`config.mk`:
```
export PLATFORM = sky130hd
export DESIGN_NAME = mqe_ram
export DESIGN_NICKNAME = d
export VERILOG_FILES = /design/src/mqe_ram.sv
export SDC_FILE = /design/constraint.sdc
export NUM_CORES = 1
export LEC_CHECK = 0
export ABC_AREA = 0
export BUFFER_PORTS_ARGS = -buffer_cell sky130_fd_sc_hd__clkbuf_2
export CORE_MARGIN = 5
export CORE_UTILIZATION = 45
export CTS_CLUSTER_DIAMETER = 80
export DETAILED_ROUTE_END_ITERATION = 10
export SLEW_MARGIN = 40
export SYNTH_ARGS = -nofsm -noshare
export SYNTH_HDL_FRONTEND = slang
export SYNTH_SLANG_ARGS = --single-unit
```
`constraint.sdc`:
```
create_clock -name clk -period 5.6 [get_ports clk]
set_clock_uncertainty 0.1 [all_clocks]
set_input_delay 0.28 -clock clk [delete_from_list [all_inputs] [get_ports clk]]
set_output_delay 0.28 -clock clk [all_outputs]
set_load 0.01 [all_outputs]
```
`src/mqe_ram.sv`:
```
module mqe_ram #(
	parameter int Width = 64,
	parameter int Depth = 16
) (
	input  logic                     clk,
	input  logic                     we,
	input  logic [$clog2(Depth)-1:0] waddr,
	input  logic [Width-1:0]         wdata,
	input  logic [$clog2(Depth)-1:0] raddr,
	output logic [Width-1:0]         rdata
);
	logic [Width-1:0] mem [Depth];

	// write port and registered read
	always_ff @(posedge clk) begin
		if (we) mem[waddr] <= wdata;
		rdata <= mem[raddr];
	end
endmodule

```
==> reports/qor.yml <==
reg2reg_depth: 3
timing.rr.end: "rdata[41]"
syn_avg_cell_area_um2: 24.03
post_drt_wl_per_cell_um: 27.40
ys_seq_area_share_pct: 80.92
die_h_um: 306.6
slew_headroom_pct: 41.16
synth_nets: 1721
tightest_slew_ns: 0.8827
grtUsageTotal_pct: 18.54
clk_pin_slew_ns: 0.06
hold-worst-slack_ns: 0.1337
core_area_mm2: 0.08702
root_buffer: "clkbuf_16"
gp_congestion: 0.7076
cp.arrival_ns: 2.56
num_rows: 108
finalWorstSetupSlack_ns: 3.477
syn_inst: 1647
ant_nets: 0
hold_path.class: "in -> reg"
port_buffers: 137
hpwl_um: 44560
holdPathEnd: "rdata[29]"
grt_pass1_wl_um: 128600
endpoint_kind: "flip-flop"
crit_required_ns: 6.04
drt_wl_total_um: 87080
fin_crit_ns: 2.123
synth_cell_types: 18
nNetsFinal: 1997
max_freq_mhz: 470.9
cts_inserted_buffers: 109
die-area_mm2: 0.09399
firstDrtPassIters: 5
hold_viol_final: 0
hp-start: "raddr[3]"
post-cts-setup-buffers: 0
synth_top_area_share_pct: 77.69
rrSetupSlack_ns: 4.05
grt_max_degree: 82
rsz0062_at_grt: "no"
yosys_warnings: 0
syn-cell-area_mm2: 0.03958
dpl_cell_area_mm2: 0.04195
finalSetupViolCount: 0
io_pins: 138
cts_buffer_depth: 3
reg2reg_from: "mem[3][41]"
synthTopCellsByArea: "edfxtp_1, mux4_2, dfxtp_1"
place_ws_ns: 2.663
min_period_over_period_pct: 37.92
hold_depth: 4
outcome: "complete, no violations"
synth.ff_latch_count: 1088
maxCapViolations: 0
peakVddDrop_v: 0.0002467
power_density_mw_per_mm2: 369.6
start_util_pct: 45.48
cts_max_level: 3
grt_pass1_vias: 19277
stdcell_area_mm2: 0.04619
setup_tns_ns: 0
cp_max_fo: 70
maxSlewViolCount: 0
worstSetupPathType: "in -> reg"
startpoint_type: "primary input"
grt_antenna_before_repair: 6
dr.first_iter.drc_count: 1677
die_w_um: 306.6
p_leak_nw: 14.89
drive_gt1_share_pct: 30.56
clock_sinks: 1088
clk_latency_ns: 0.68
yosysTopAreaCell: "edfxtp_1"
fin_util_pct: 53.07
tritoncts: "built"
areaGrowthSynthToFinish_pct: 16.68
fill_cells: 6681
vias: 18089
drc: 0
via_per_inst: 5.692
grt_overflow_total: 0
==> cell usage in the layout (no fill, tap or decap), types with 3 or more instances in the layout <==
| master | n |
|---|---|
| a22oi_1 | 128 |
| buf_12 | 8 |
| buf_16 | 6 |
| buf_4 | 33 |
| bufinv_16 | 6 |
| clkbuf_1 | 40 |
| clkbuf_16 | 109 |
| clkbuf_2 | 135 |
| clkbuf_8 | 18 |
| clkinv_1 | 12 |
| clkinv_2 | 14 |
| dfxtp_1 | 64 |
| diode_2 | 4 |
| dlygate4sd3_1 | 64 |
| edfxtp_1 | 1024 |
| inv_6 | 3 |
| mux4_2 | 256 |
| nand2_1 | 65 |
| nor2_4 | 13 |
| nor3_2 | 3 |
==> registers in the layout, summed over array words and instances (netlist names) <==
name   cells
mem     1024
rdata     64
==> synth_stat cells, drive strengths merged <==
cell and number:
nand3 1, or3b 1, nor3 4, and2 1
buf 48, nand2 65, nor2 13, clkbuf 36
dfxtp 64, edfxtp 1024, nand2b 2, nor2b 2
mux4 256, a22oi 128, nand3b 2
==> kinds of logic (layout without fill, tap and decap cells) <==
family,Yosys count,count (layout),synth area share [%]
AND/OR/NAND/NOR,91,91,0.9420
other,0,4,0
multiplexers,256,256,14.57
AO/OA/AOI/OAI,128,128,2.428
flip-flops,1088,1088,80.92
buffers and inverters,84,456,1.141
==> worst max path at each step <==
stage / cells past startpoint / slack (ns) / start / to
after detailed placement: 5 / 2.66 / raddr[0] / rdata[41]
after floorplan: 2 / 0.09 / waddr[2] / mem[8][0]
after global placement: 5 / 2.67 / raddr[0] / rdata[41]
after CTS: 5 / 3.38 / raddr[0] / rdata[41]
final: 5 / 3.48 / raddr[0] / rdata[41]
after global routing: 5 / 3.24 / raddr[0] / rdata[41]
==> metrics by stage <==
step | total power [mW] | instances
2_1_floorplan | 9.783 | 1647
3_3_place_gp | 10.12 | 2897
3_5_place_dp | 10.15 | 2901
4_1_cts | 17.25 | 3172
5_1_grt | 17.67 | 3174
6_report | 17.07 | 3178
==> final cells by class <==
type / count / area [µm²] / area share [%]
Sequential cell: 1088 / 32030 / 69.35
Timing Repair Buffer: 249 / 1931 / 4.180
Multi-Input combinational cell: 475 / 7241 / 15.68
Tap cell: 1155 / 1445 / 3.129
Clock inverter: 40 / 402.9 / 0.8723
Clock buffer: 167 / 3126 / 6.767
Antenna cell: 4 / 10.01 / 0.02167
==> worst max-delay path, cell delays in order <==
cell     delay (ns)
buf_8          0.53
buf_12         0.54
mux4_2         0.63
a22oi_1        0.32
nand2_1        0.11
==> power by group <==
group,internal [mW],total (mW),switching (mW)
combinational,0.350,0.834,0.484
clock,4.13,7.07,2.94
sequential,9.11,9.17,0.0651
total,13.6,17.1,3.49
==> what timing repair did <==
item	4_1_cts	5_1_grt
gates resized for setup	0	0
hold endpoints to repair	1024	0
hold buffers	64	0
==> per-layer routing <==
layer	up-vias	routed length [µm]	global-route usage, %	part of all wire (%)
li1	7627	-	-	-
met4	4	1359	4.255	1.6
met1	9801	37640	26.91	43
met3	100	5690	3.641	6.5
met2	557	42370	29.74	49
met5	-	14	0	0.016
(Power assumes the default switching activity.)
